[src/hdl/radix_digit_converter_macros.svh]
// assertion macros for the radix digit converter
// used by rdc_ctrl and rdc_datapath; expects clk and rst_n in scope
`ifndef RADIX_DIGIT_CONVERTER_MACROS_SVH
`define RADIX_DIGIT_CONVERTER_MACROS_SVH

// same-cycle implication, disabled while in reset
`define RDC_ASSERT_NOW(label, ante, cons, msg) \
  label: assert property (@(posedge clk) disable iff (!rst_n) (ante) |-> (cons)) \
    else $error(msg);

// next-cycle implication, disabled while in reset
`define RDC_ASSERT_NEXT(label, ante, cons, msg) \
  label: assert property (@(posedge clk) disable iff (!rst_n) (ante) |=> (cons)) \
    else $error(msg);

`endif

[src/hdl/rdc_pkg.sv]
// shared types and constants of the radix digit converter
// no dependencies; imported by every module of the block but the ram
`default_nettype none

package rdc_pkg;

  localparam int unsigned VALUE_WIDTH = 31;
  localparam int unsigned DIGIT_DEPTH = 32;
  localparam int unsigned RADIX_W     = 6;
  localparam int unsigned DIGIT_W     = RADIX_W;
  localparam int unsigned CNT_W       = $clog2(DIGIT_DEPTH + 1);
  localparam int unsigned ADDR_W      = $clog2(DIGIT_DEPTH);
  localparam int unsigned BIT_CNT_W   = $clog2(VALUE_WIDTH);

  localparam logic [RADIX_W-1:0] MIN_RADIX = RADIX_W'(2);
  localparam logic [RADIX_W-1:0] MAX_RADIX = RADIX_W'(36);

  typedef struct packed {
    logic [VALUE_WIDTH-1:0] value;
    logic [RADIX_W-1:0]     radix;
  } in_item_t;

  typedef struct packed {
    logic [DIGIT_W-1:0] digit;
    logic               last;
    logic               bad_radix;
  } out_item_t;

  // controller to datapath
  typedef struct packed {
    logic load;            // capture item, clear divider and stack
    logic div_step;        // one quotient bit
    logic push;            // push remainder, start next digit
    logic pop_rd;          // read top of stack
    logic out_load_digit;  // move popped digit into output register
    logic out_load_bad;    // output the bad-radix beat
  } rdc_cmd_t;

  // datapath to controller
  typedef struct packed {
    logic radix_bad;   // radix of the offered item is out of range
    logic div_done;    // current step is the last bit of the division
    logic quot_zero;   // quotient after the division is zero
    logic last_pend;   // digit just read is the final one
    logic out_free;    // output register can take a beat this cycle
  } rdc_sts_t;

endpackage

`default_nettype wire

[src/hdl/radix_digit_converter.sv]
// top level of the radix digit converter
// depends on rdc_pkg, rdc_ctrl, rdc_datapath (which holds rdc_ram)
`default_nettype none

// Converts a non-negative integer into its digits in a base from 2 to 36.
// Each input beat (value, radix) yields one output beat per digit, most
// significant digit first, with last set on the final digit. A zero value
// gives the single digit 0. A radix outside 2..36 gives exactly one beat with
// digit 0, last 1 and bad_radix 1. Items are handled one at a time; a new
// input beat is taken once the final digit of the previous item has been
// placed in the output register, even if that beat is still waiting.
// For each item the block takes the input beat, then for each digit divides
// with the shared restoring divider, which produces one quotient bit per
// cycle, and pushes the remainder onto the stack ram; then it pops the stack
// digit by digit (read, then load into the output register), waiting
// whenever the output side stalls. For a bad radix the block skips the
// division and only waits to load the bad-radix beat.
module radix_digit_converter
  import rdc_pkg::*;
(
  input  wire logic      clk,
  input  wire logic      rst_n,
  // input beats
  input  wire logic      in_valid,
  output      logic      in_ready,
  input  wire in_item_t  in_data,
  // digit beats
  output      logic      out_valid,
  input  wire logic      out_ready,
  output      out_item_t out_data
);

  // command and status between sequencer and datapath
  rdc_cmd_t cmd;
  rdc_sts_t sts;

  // sequencer: divide loop, stack pop and output handoff
  rdc_ctrl u_ctrl (
    .clk     (clk),
    .rst_n   (rst_n),
    .in_valid(in_valid),
    .in_ready(in_ready),
    .sts     (sts),
    .cmd     (cmd)
  );

  // divider, digit stack and output register
  rdc_datapath u_dp (
    .clk      (clk),
    .rst_n    (rst_n),
    .in_data  (in_data),
    .cmd      (cmd),
    .sts      (sts),
    .out_valid(out_valid),
    .out_ready(out_ready),
    .out_data (out_data)
  );

endmodule

`default_nettype wire

[src/hdl/rdc_ram.sv]
// generic single-write, single-read ram with registered read data
// no dependencies
`default_nettype none

module rdc_ram #(
  parameter int unsigned WIDTH = 8,
  parameter int unsigned DEPTH = 32
) (
  input  wire logic                     clk,
  input  wire logic                     we,
  input  wire logic [$clog2(DEPTH)-1:0] waddr,
  input  wire logic [WIDTH-1:0]         wdata,
  input  wire logic                     re,
  input  wire logic [$clog2(DEPTH)-1:0] raddr,
  output      logic [WIDTH-1:0]         rdata
);

  logic [WIDTH-1:0] mem [DEPTH];
  logic [WIDTH-1:0] rdata_r;

  always_ff @(posedge clk) begin
    if (we) begin
      mem[waddr] <= wdata;
    end
    if (re) begin
      rdata_r <= mem[raddr];
    end
  end

  assign rdata = rdata_r;

endmodule

`default_nettype wire

[src/hdl/rdc_datapath.sv]
// datapath: bit-serial restoring divider, digit stack and output register
// depends on rdc_pkg, rdc_ram and radix_digit_converter_macros.svh
`default_nettype none
`include "radix_digit_converter_macros.svh"

module rdc_datapath
  import rdc_pkg::*;
(
  input  wire logic      clk,
  input  wire logic      rst_n,
  input  wire in_item_t  in_data,
  input  wire rdc_cmd_t  cmd,
  output      rdc_sts_t  sts,
  output      logic      out_valid,
  input  wire logic      out_ready,
  output      out_item_t out_data
);

  logic [VALUE_WIDTH-1:0] q_r, q_nxt;
  logic [RADIX_W-1:0]     rem_r, rem_nxt;
  logic [RADIX_W-1:0]     radix_r, radix_nxt;
  logic [BIT_CNT_W-1:0]   bit_cnt_r, bit_cnt_nxt;
  logic [CNT_W-1:0]       cnt_r, cnt_nxt;
  logic                   last_pend_r, last_pend_nxt;
  logic                   out_valid_r, out_valid_nxt;
  out_item_t              out_r, out_nxt;

  logic [RADIX_W:0]   shifted;
  logic [RADIX_W-1:0] diff;
  logic               ge;
  logic               bit_last;
  logic               stack_room;
  logic [CNT_W-1:0]   cnt_m1;
  logic [DIGIT_W-1:0] ram_rdata;

  // trial subtraction for one quotient bit; the difference is below the radix
  assign shifted    = {rem_r, q_r[VALUE_WIDTH-1]};
  assign diff       = shifted[RADIX_W-1:0] - radix_r;
  assign ge         = shifted >= {1'b0, radix_r};
  assign bit_last   = bit_cnt_r == BIT_CNT_W'(VALUE_WIDTH - 1);
  assign stack_room = cnt_r < CNT_W'(DIGIT_DEPTH);
  assign cnt_m1     = cnt_r - CNT_W'(1);

  always_comb begin
    q_nxt         = q_r;
    rem_nxt       = rem_r;
    radix_nxt     = radix_r;
    bit_cnt_nxt   = bit_cnt_r;
    cnt_nxt       = cnt_r;
    last_pend_nxt = last_pend_r;
    out_nxt       = out_r;
    out_valid_nxt = out_valid_r && !out_ready;

    if (cmd.load) begin
      q_nxt       = in_data.value;
      radix_nxt   = in_data.radix;
      rem_nxt     = '0;
      bit_cnt_nxt = '0;
      cnt_nxt     = '0;
    end
    if (cmd.div_step) begin
      q_nxt       = {q_r[VALUE_WIDTH-2:0], ge};
      rem_nxt     = ge ? diff : shifted[RADIX_W-1:0];
      bit_cnt_nxt = bit_last ? '0 : bit_cnt_r + BIT_CNT_W'(1);
    end
    if (cmd.push) begin
      rem_nxt = '0;
      if (stack_room) begin
        cnt_nxt = cnt_r + CNT_W'(1);
      end
    end
    if (cmd.pop_rd) begin
      cnt_nxt       = cnt_m1;
      last_pend_nxt = cnt_m1 == '0;
    end
    if (cmd.out_load_digit) begin
      out_nxt.digit     = ram_rdata;
      out_nxt.last      = last_pend_r;
      out_nxt.bad_radix = 1'b0;
      out_valid_nxt     = 1'b1;
    end
    if (cmd.out_load_bad) begin
      out_nxt.digit     = '0;
      out_nxt.last      = 1'b1;
      out_nxt.bad_radix = 1'b1;
      out_valid_nxt     = 1'b1;
    end
  end

  always_ff @(posedge clk) begin
    if (!rst_n) begin
      cnt_r       <= '0;
      bit_cnt_r   <= '0;
      out_valid_r <= 1'b0;
      last_pend_r <= 1'b0;
    end else begin
      cnt_r       <= cnt_nxt;
      bit_cnt_r   <= bit_cnt_nxt;
      out_valid_r <= out_valid_nxt;
      last_pend_r <= last_pend_nxt;
    end
    q_r     <= q_nxt;
    rem_r   <= rem_nxt;
    radix_r <= radix_nxt;
    out_r   <= out_nxt;
  end

  rdc_ram #(
    .WIDTH(DIGIT_W),
    .DEPTH(DIGIT_DEPTH)
  ) u_stack (
    .clk  (clk),
    .we   (cmd.push && stack_room),
    .waddr(cnt_r[ADDR_W-1:0]),
    .wdata(rem_r),
    .re   (cmd.pop_rd),
    .raddr(cnt_m1[ADDR_W-1:0]),
    .rdata(ram_rdata)
  );

  assign sts.radix_bad = (in_data.radix < MIN_RADIX) || (in_data.radix > MAX_RADIX);
  assign sts.div_done  = bit_last;
  assign sts.quot_zero = q_r == '0;
  assign sts.last_pend = last_pend_r;
  assign sts.out_free  = !out_valid_r || out_ready;

  assign out_valid = out_valid_r;
  assign out_data  = out_r;

  `RDC_ASSERT_NOW(a_no_overwrite, cmd.out_load_digit || cmd.out_load_bad,
    !out_valid_r || out_ready, "output beat overwritten before it was taken")
  `RDC_ASSERT_NOW(a_pop_nonempty, cmd.pop_rd, cnt_r != '0, "pop from an empty digit stack")

endmodule

`default_nettype wire

[src/hdl/rdc_ctrl.sv]
// controller state machine: sequences divide, push, pop and output
// depends on rdc_pkg and radix_digit_converter_macros.svh
`default_nettype none
`include "radix_digit_converter_macros.svh"

module rdc_ctrl
  import rdc_pkg::*;
(
  input  wire logic     clk,
  input  wire logic     rst_n,
  input  wire logic     in_valid,
  output      logic     in_ready,
  input  wire rdc_sts_t sts,
  output      rdc_cmd_t cmd
);

  localparam logic [2:0] S_IDLE   = 3'd0;
  localparam logic [2:0] S_DIV    = 3'd1;
  localparam logic [2:0] S_PUSH   = 3'd2;
  localparam logic [2:0] S_POP_RD = 3'd3;
  localparam logic [2:0] S_POP_LD = 3'd4;
  localparam logic [2:0] S_BAD    = 3'd5;

  logic [2:0] state_r, state_nxt;
  logic       accept;

  assign in_ready = state_r == S_IDLE;
  assign accept   = in_valid && in_ready;

  always_comb begin
    state_nxt = state_r;
    cmd       = '0;
    case (state_r)
      S_IDLE: begin
        if (accept) begin
          if (sts.radix_bad) begin
            state_nxt = S_BAD;
          end else begin
            cmd.load  = 1'b1;
            state_nxt = S_DIV;
          end
        end
      end
      S_DIV: begin
        cmd.div_step = 1'b1;
        if (sts.div_done) begin
          state_nxt = S_PUSH;
        end
      end
      S_PUSH: begin
        cmd.push  = 1'b1;
        state_nxt = sts.quot_zero ? S_POP_RD : S_DIV;
      end
      S_POP_RD: begin
        cmd.pop_rd = 1'b1;
        state_nxt  = S_POP_LD;
      end
      S_POP_LD: begin
        if (sts.out_free) begin
          cmd.out_load_digit = 1'b1;
          state_nxt          = sts.last_pend ? S_IDLE : S_POP_RD;
        end
      end
      S_BAD: begin
        if (sts.out_free) begin
          cmd.out_load_bad = 1'b1;
          state_nxt        = S_IDLE;
        end
      end
      default: begin
        state_nxt = S_IDLE;
      end
    endcase
  end

  always_ff @(posedge clk) begin
    if (!rst_n) begin
      state_r <= S_IDLE;
    end else begin
      state_r <= state_nxt;
    end
  end

  `RDC_ASSERT_NEXT(a_div_to_push, state_r == S_DIV && sts.div_done, state_r == S_PUSH,
    "division did not end in a push")
  `RDC_ASSERT_NEXT(a_last_to_idle, cmd.out_load_digit && sts.last_pend, in_ready,
    "final digit did not return to idle")
  `RDC_ASSERT_NOW(a_cmd_onehot, 1'b1,
    $onehot0({cmd.load, cmd.div_step, cmd.push, cmd.pop_rd, cmd.out_load_digit,
              cmd.out_load_bad}), "more than one datapath command at once")

endmodule

`default_nettype wire

[config.mk]
export PLATFORM = sky130hd
export DESIGN_NAME = radix_digit_converter
export DESIGN_NICKNAME = d
export VERILOG_FILES = /design/src/hdl/rdc_pkg.sv /design/src/hdl/radix_digit_converter.sv /design/src/hdl/rdc_ram.sv /design/src/hdl/rdc_datapath.sv /design/src/hdl/rdc_ctrl.sv
export VERILOG_INCLUDE_DIRS = /design/src /design/src/hdl
export SDC_FILE = /design/constraint.sdc
export NUM_CORES = 1
export LEC_CHECK = 0
export BUFFER_PORTS_ARGS = -buffer_cell sky130_fd_sc_hd__buf_2
export CAP_MARGIN = 40
export CELL_PAD_IN_SITES_DETAIL_PLACEMENT = 0
export CELL_PAD_IN_SITES_GLOBAL_PLACEMENT = 2
export CORE_UTILIZATION = 35
export CTS_BUF_LIST = sky130_fd_sc_hd__clkbuf_16
export DETAILED_ROUTE_END_ITERATION = 10
export PLACE_DENSITY_LB_ADDON = 0.1
export SLEW_MARGIN = 20
export SYNTH_ARGS = -nofsm -noshare
export SYNTH_HDL_FRONTEND = slang
export SYNTH_HIERARCHICAL = 1
export SYNTH_SLANG_ARGS = --single-unit
[constraint.sdc]
create_clock -name clk -period 4.58 [get_ports clk]
set_input_delay 0.687 -clock clk [delete_from_list [all_inputs] [get_ports clk]]
set_output_delay 0.687 -clock clk [all_outputs]
set_load 0.1 [all_outputs]
==> results of run 1 <==
through the flow:
stage,utilization,setup slack (ps),std cells,cell area [sq um],hold WS (ps)
after floorplan,-,979.6,631,11070,451.1
after global placement,0.3829,1400,1064,11810,436.3
after detailed placement,0.3836,1502,1065,11830,448.6
after CTS,0.4159,1485,1121,12820,307.3
after global routing,0.4161,1392,1122,12830,315.6
final,0.4161,1537,1122,12830,332.6
cells by family after synthesis:
group                    count (synthesis)  synth area share
AND/OR/NAND/NOR                        134           0.06047
buffers and inverters                   46           0.01922
AO/OA/AOI/OAI                           57           0.03685
XOR/XNOR                                 7          0.005539
flip-flops                             265            0.6918
multiplexers                           110            0.1719
adder cells (fa/ha/maj)                 12           0.01424
layout by cell type, fill, tap and decap left out, types with 14 or more instances in the layout:
master / synthesis / layout
edfxtp_1: 235 / 235
nor2_1: 61 / 61
mux4_2: 60 / 60
buf_2: 8 / 50
mux2_2: 37 / 37
clkbuf_16: 0 / 31
dfxtp_1: 30 / 30
inv_1: 17 / 19
nand2_1: 17 / 17
buf_4: 2 / 14
path summary, 6_finish.rpt:
path	endpoint	cells after the start
hold reg to reg	u_dp/out_data[0]	1
setup reg to reg	u_dp/u_stack/rdata[4]	7
setup / recovery	u_dp/u_stack/rdata[4]	7
hold / removal	u_dp/radix_r[4]	1
flip-flops by register name (all words and copies together), names as in the netlist, 5 cells and up:
name,flops
u_dp/bit_cnt_r,5
u_dp/cnt_r,6
u_dp/out_data,8
u_dp/q_r,31
u_dp/radix_r,6
u_dp/rem_r,6
u_dp/u_stack/mem,192
u_dp/u_stack/rdata,6
metal layers:
layer,vias to the layer above,global-route usage
met2,103,0.2559
met3,37,0.02613
met4,0,0.04621
met1,2964,0.1977
met5,-,0
li1,2668,-
power breakdown:
part	total [mW]	internal, mW	leakage (nW)	switching, mW
clock	2.39	1.45	0.508	0.944
sequential	3.01	2.94	2.41	0.0689
combinational	1.19	0.384	1.46	0.808
layout make-up:
cell class	count	area (sq um)
Tap cell	396	495.5
Fill cell	2703	18000
Timing Repair Buffer	65	375.4
Clock inverter	25	220.2
Inverter	20	75.07
Clock buffer	31	775.7
Sequential cell	265	7657
Multi-Input combinational cell	320	3229
==> results.cfg, run 1 <==
[cts]
clk_pin_slew_ps = 60
cts_setup_buffers = 0
cts_buffers = 30
cts_tree = done
cts_resized = 0
clk_latency_ps = 540
cts.path.max_buffers = 3
holdBufCountCts = 0
cts_sinks = 265
ctsRootBufferMaster = clkbuf_16
cts_max_level = 1

[yosys]
synth-edff-count = 235
synth_top_area_frac = 0.6375
synth_area_leaders = edfxtp_1 64%, mux4_2 12%, dfxtp_1 5.4%, mux2_2 3.8%, nor2_1 2.1%
synth.most_common_cell = edfxtp_1
yosysWarnings = 6
avgSynthCellArea_sq_um = 17.54
synth_cells = 631
synth_area_sq_um = 11070
ys_top_cells_by_count = 235 x edfxtp_1, 61 x nor2_1, 60 x mux4_2, 37 x mux2_2, 30 x dfxtp_1
yosys.area.top_type = edfxtp_1
synth_top_flop_cell = edfxtp_1
ys_seq_elements = 265
ys_seq_area_frac = 0.6918
async_flop_share = 0
synth_nets = 684
yosysUniqueCellTypes = 62

[timing]
fmax_mhz = 328.7
fin_crit_sh = 0.6643
setup-tns-final_ps = 0
final.min_clock_period_ps = 3043
setup_viol = 0
drv_slew = 0
rsz0062_at_grt = false
slew-limit-headroom = 0.5038
finalHoldViolCount = 0
finClkSkew_ps = 10.02
tightestPinTransition_ps = 743.5

[power_and_ir_drop]
report.power.total_mw = 6.591
cellLeakagePower_nw = 4.381
powerDensity_nw_per_um2 = 513.8
vdd_ir_drop_max_uv = 297.1

[grt]
antenna_found_initial = 0
first_global_vias = 6179
track_usage = 0.1509
grt_pass1_wl_mm = 37.09
overflow = 0
grt_max_degree = 39

[setup_path]
worstSetupPathType = reg2reg
crit_chain = inv_1 > ha_1 > xor2_4 > buf_4 > mux4_2 > mux4_2 > mux2_2
critPathLaunch = u_dp/cnt_r[1]
cpMaxStageDelayCell = mux4_2
endpoint_kind = flip-flop
reg2reg_slack_ps = 1540
critical_path.max_fanout = 26
path_buf_inv = 2
start_kind = flip-flop
crit_top_cell = mux4_2
path_delay_family = multiplexers
crit_required_ps = 4870
cp.arrival_ps = 3330
critPathMaxStageDelay_ps = 570
reg2reg_from = u_dp/cnt_r[1]

[place]
hpwl_mm = 16.20
gp_congestion = 0.7335
portBuffers = 50

[routing]
via_count = 5772
wire_per_inst_um = 21.22
vias_per_cell = 5.144
drt-total-wl_mm = 23.81
initialDrtViolationCount = 385
top_layer = met4
route.met3.wl_mm = 1.062
drc = 2
ant_nets = 0
wl_met1_mm = 10.49
first_pass_iters = 7
met2_length_mm = 11.70

[min_path]
holdCritStartpoint = in_data[4]
hold_class = in2reg

[flow_run]
max_cap_violations = 0

[floorplan]
die_h_um = 179.8
die_area_sq_um = 32340
start_util = 0.3591
io_pins = 51
core-area_sq_um = 30830
rows = 64
dieWidth_um = 179.8

[final_layout]
nets = 755
areaGrowthSynthToFinish_pct = 15.89
drive_above_1_share = 0.3099
antennaDiodeCount = 0

[run_status]
failed_checks = design-rule violations
status = complete, but fails checks
(Power assumes the default switching activity.)
==> run 2: changes to the inputs <==
==> constraint.sdc (replaced) <==
create_clock -name clk -period 2.8 [get_ports clk]
set_input_delay 0.42 -clock clk [delete_from_list [all_inputs] [get_ports clk]]
set_output_delay 0.42 -clock clk [all_outputs]
set_load 0.1 [all_outputs]
==> results.cfg, run 2 (synthesis gave the netlist of run 1 again) <==
[setup_path]
cpMaxStageDelayCell = mux4_2
reg2reg_slack_ps = 100
path_delay_family = multiplexers
critPathMaxStageDelay_ps = 550
path_buf_inv = 2
endpoint_kind = flip-flop
worstSetupPathType = reg2reg
critical_path.max_fanout = 25
crit_chain = inv_1 > ha_1 > xor2_4 > buf_12 > mux4_2 > mux4_2 > mux2_2
crit_top_cell = mux4_2
start_kind = flip-flop
cp.arrival_ps = 3010
crit_required_ps = 3110

[grt]
first_global_vias = 6221
antenna_found_initial = 0
track_usage = 0.1596
grt_pass1_wl_mm = 38.90
overflow = 0
grt_max_degree = 51

[timing]
setup_viol = 0
whs_ps = 63.86
slew-limit-headroom = 0.6202
fin_ws_ps = 96.06
finalHoldViolCount = 0
drv_slew = 0
final.min_clock_period_ps = 2704
finClkSkew_ps = 12.47
rsz0062_at_grt = true
setup-tns-final_ps = 0
fin_crit_sh = 0.9657
fmax_mhz = 369.8
tightestPinTransition_ps = 568.9

[cts]
cts_sinks = 265
clk_latency_ps = 550
cts_tree = done
ctsRootBufferMaster = clkbuf_16
cts.path.max_buffers = 3
cts_max_level = 1
cts_buffers = 30
clk_pin_slew_ps = 60

[min_path]
hold_class = in2reg

[final_layout]
fin_util = 0.4264
multiInputGateArea_sq_um = 3247
instances_no_fill = 1159
antennaDiodeCount = 0
nFillCells = 2688
areaGrowthSynthToFinish_pct = 18.75
drive_above_1_share = 0.3447
final_cell_mix = 235 x edfxtp_1, 60 x mux4_2, 56 x nor2_1, 50 x buf_2, 46 x buf_4
top_register = u_dp/u_stack/mem
largest_reg_flops = 192
stdcell_area_sq_um = 13150
seqCellArea_sq_um = 7657
nets = 792
final_common_cell = edfxtp_1

[routing]
first_pass_iters = 7
drt-total-wl_mm = 25.19
wire_per_inst_um = 21.74
ant_nets = 0
via_count = 5959
initialDrtViolationCount = 467
drc = 1
vias_per_cell = 5.142

[power_and_ir_drop]
vdd_ir_drop_max_uv = 653.0
cellLeakagePower_nw = 4.573
report.power.total_mw = 10.68
powerDensity_nw_per_um2 = 812.7

[flow_run]
max_cap_violations = 0

[place]
place_inst = 1103
placed_area_sq_um = 12180
hpwl_mm = 16.65
portBuffers = 50
dp_slack_ps = -19.85
gp_congestion = 0.7603

[floorplan]
die_h_um = 179.8
die_area_sq_um = 32340
start_util = 0.3591
rows = 64
core-area_sq_um = 30830
dieWidth_um = 179.8
io_pins = 51

[run_status]
failed_checks = design-rule violations
status = complete, but fails checks
## run 2: final cells by class
cell class              instances  share of cell area
multi-input cells             320              0.2470
repair buffers                102             0.05445
clock inverters                25             0.01333
well taps                     396             0.03769
clock buffers                  31             0.05901
inverters                      20            0.005997
flip-flops and latches        265              0.5825
## run 2: path summary, 6_finish.rpt
path | from | to | cells after the start
max | u_dp/cnt_r[1] | u_dp/u_stack/rdata[0] | 7
min | in_data[4] | u_dp/radix_r[4] | 1
max reg2reg | u_dp/cnt_r[1] | u_dp/u_stack/rdata[0] | 7
min reg2reg | u_dp/out_data[0] | u_dp/out_data[0] | 1
## run 2: per-layer routing
layer  wire, um  track usage
met4        592      0.04379
met1      11720       0.2306
met2      11640       0.2479
met5          0            0
met3       1239      0.02776
## run 2: power breakdown
| group | switching (mW) | internal, mW | total, mW |
|---|---|---|---|
| Sequential | 0.104 | 4.81 | 4.91 |
| Clock | 1.57 | 2.18 | 3.76 |
| Combinational | 1.35 | 0.666 | 2.01 |
| Total | 3.02 | 7.66 | 10.7 |
## run 2: repair_timing
item / in CTS / in global routing
hold buffers: 0 / 0
pin swaps: 0 / 0
setup buffers: 0 / 0
endpoints found under the setup margin: 12 / 18
gates resized for setup: 3 / 2
## run 2: worst register-to-register path: stages (launching register included)
cell     delay (ps)
dfxtp_1         310
inv_1            90
ha_1            260
xor2_4          280
buf_12          250
mux4_2          420
mux4_2          550
mux2_2          290
==> run 3: changes to the inputs <==
==> constraint.sdc (replaced) <==
create_clock -name clk -period 2.8 [get_ports clk]
set_input_delay 0.42 -clock clk [delete_from_list [all_inputs] [get_ports clk]]
set_output_delay 0.42 -clock clk [all_outputs]
set_load 0.01 [all_outputs]
==> results.cfg, run 3 (synthesis gave the netlist of run 1 again) <==
[run_status]
status = complete, but fails checks
failed_checks = design-rule violations

[timing]
fin_ws_ps = 101.0
final.min_clock_period_ps = 2699
rsz0062_at_grt = false
finClkSkew_ps = 25.81
setup-tns-final_ps = 0
slew-limit-headroom = 0.6245
fmax_mhz = 370.5
fin_crit_sh = 0.9639
drv_slew = 0
tightestPinTransition_ps = 555.4
whs_ps = 80.32
finalHoldViolCount = 0
setup_viol = 0

[power_and_ir_drop]
powerDensity_nw_per_um2 = 813.5
vdd_ir_drop_max_uv = 451.6
report.power.total_mw = 10.83
cellLeakagePower_nw = 4.661

[setup_path]
critPathMaxStageDelay_ps = 570
crit_chain = inv_1 > ha_1 > xor2_4 > buf_12 > mux4_2 > mux4_2 > mux2_2
path_delay_family = multiplexers
cp.depth = 7
path_buf_inv = 2
crit_top_cell = mux4_2
endpoint_kind = flip-flop
cp.arrival_ps = 3000
start_kind = flip-flop
critical_path.max_fanout = 20
r2r_cells = 7
cpMaxStageDelayCell = mux4_2
worstSetupPathType = reg2reg
crit_required_ps = 3100

[final_layout]
stdcell_area_sq_um = 13310
nets = 797
drive_above_1_share = 0.3533
fin_util = 0.4318
final_common_cell = edfxtp_1
instances_no_fill = 1163
largest_reg_flops = 192
top_register = u_dp/u_stack/mem
final_cell_mix = 235 x edfxtp_1, 60 x mux4_2, 58 x nor2_1, 52 x buf_4, 50 x buf_2
antennaDiodeCount = 0
areaGrowthSynthToFinish_pct = 20.27

[floorplan]
io_pins = 51
die_area_sq_um = 32340
start_util = 0.3591
dieWidth_um = 179.8
rows = 64
core-area_sq_um = 30830
die_h_um = 179.8

[place]
placed_area_sq_um = 12190
place_inst = 1107
dp_slack_ps = -106.8
gp_congestion = 0.7744
portBuffers = 50
hpwl_mm = 16.98

[grt]
top_usage_layer = met2
grt_pass1_wl_mm = 39.23
first_global_vias = 6135
track_usage = 0.1620
grt_max_degree = 51
grt_util_met3 = 0.02451
gr-usage-met2 = 0.2554
use_met1 = 0.2371
overflow = 0
antenna_found_initial = 0

[routing]
initialDrtViolationCount = 495
drt-total-wl_mm = 25.69
first_pass_iters = 8
vias_per_cell = 5.144
ant_nets = 0
via_count = 5983
wire_per_inst_um = 22.09
drc = 1

[min_path]
worstHoldPathCells = 1
hold_class = in2reg

[cts]
cts.path.max_buffers = 3
ctsRootBufferMaster = clkbuf_16
clk_latency_ps = 550
clk_pin_slew_ps = 60
holdBufCountCts = 0
cts_buffers = 30
cts_max_level = 1
cts_tree = done
cts_sinks = 265

[flow_run]
max_cap_violations = 0
[run 3: final timing paths]
kind / startpoint / to / slack (ps)
worst max-delay path: u_dp/cnt_r[1] / u_dp/u_stack/rdata[0] / 100
worst max register to register: u_dp/cnt_r[1] / u_dp/u_stack/rdata[0] / 100
worst min register to register: u_dp/out_data[0] / u_dp/out_data[0] / 460
worst min-delay path: in_data[4] / u_dp/radix_r[4] / 80
[run 3: what timing repair did]
item | in CTS | in global routing
setup endpoints to repair | 12 | 18
pin swaps | 0 | 1
gates resized for setup | 2 | 3
buffers inserted | 0 | 1
[run 3: layer usage]
layer | routed length [um] | part of all wire
met2 | 11980 | 0.47
met1 | 12130 | 0.47
met3 | 1127 | 0.044
met4 | 440 | 0.017
met5 | 0 | 0
[run 3: report_power, final]
group          internal, mW  switching, mW  total (mW)
clock network          2.73           1.54        4.27
registers              4.81          0.104        4.91
logic                 0.667          0.981        1.65
[run 3: cell type report]
| type | instances | area, sq um |
|---|---|---|
| clock inverters | 24 | 317.8 |
| multi-input cells | 320 | 3247 |
| well taps | 396 | 495.5 |
| inverters | 20 | 78.83 |
| flip-flops and latches | 265 | 7657 |
| clock buffers | 31 | 775.7 |
| repair buffers | 107 | 740.7 |
| fillers | 2691 | 17520 |
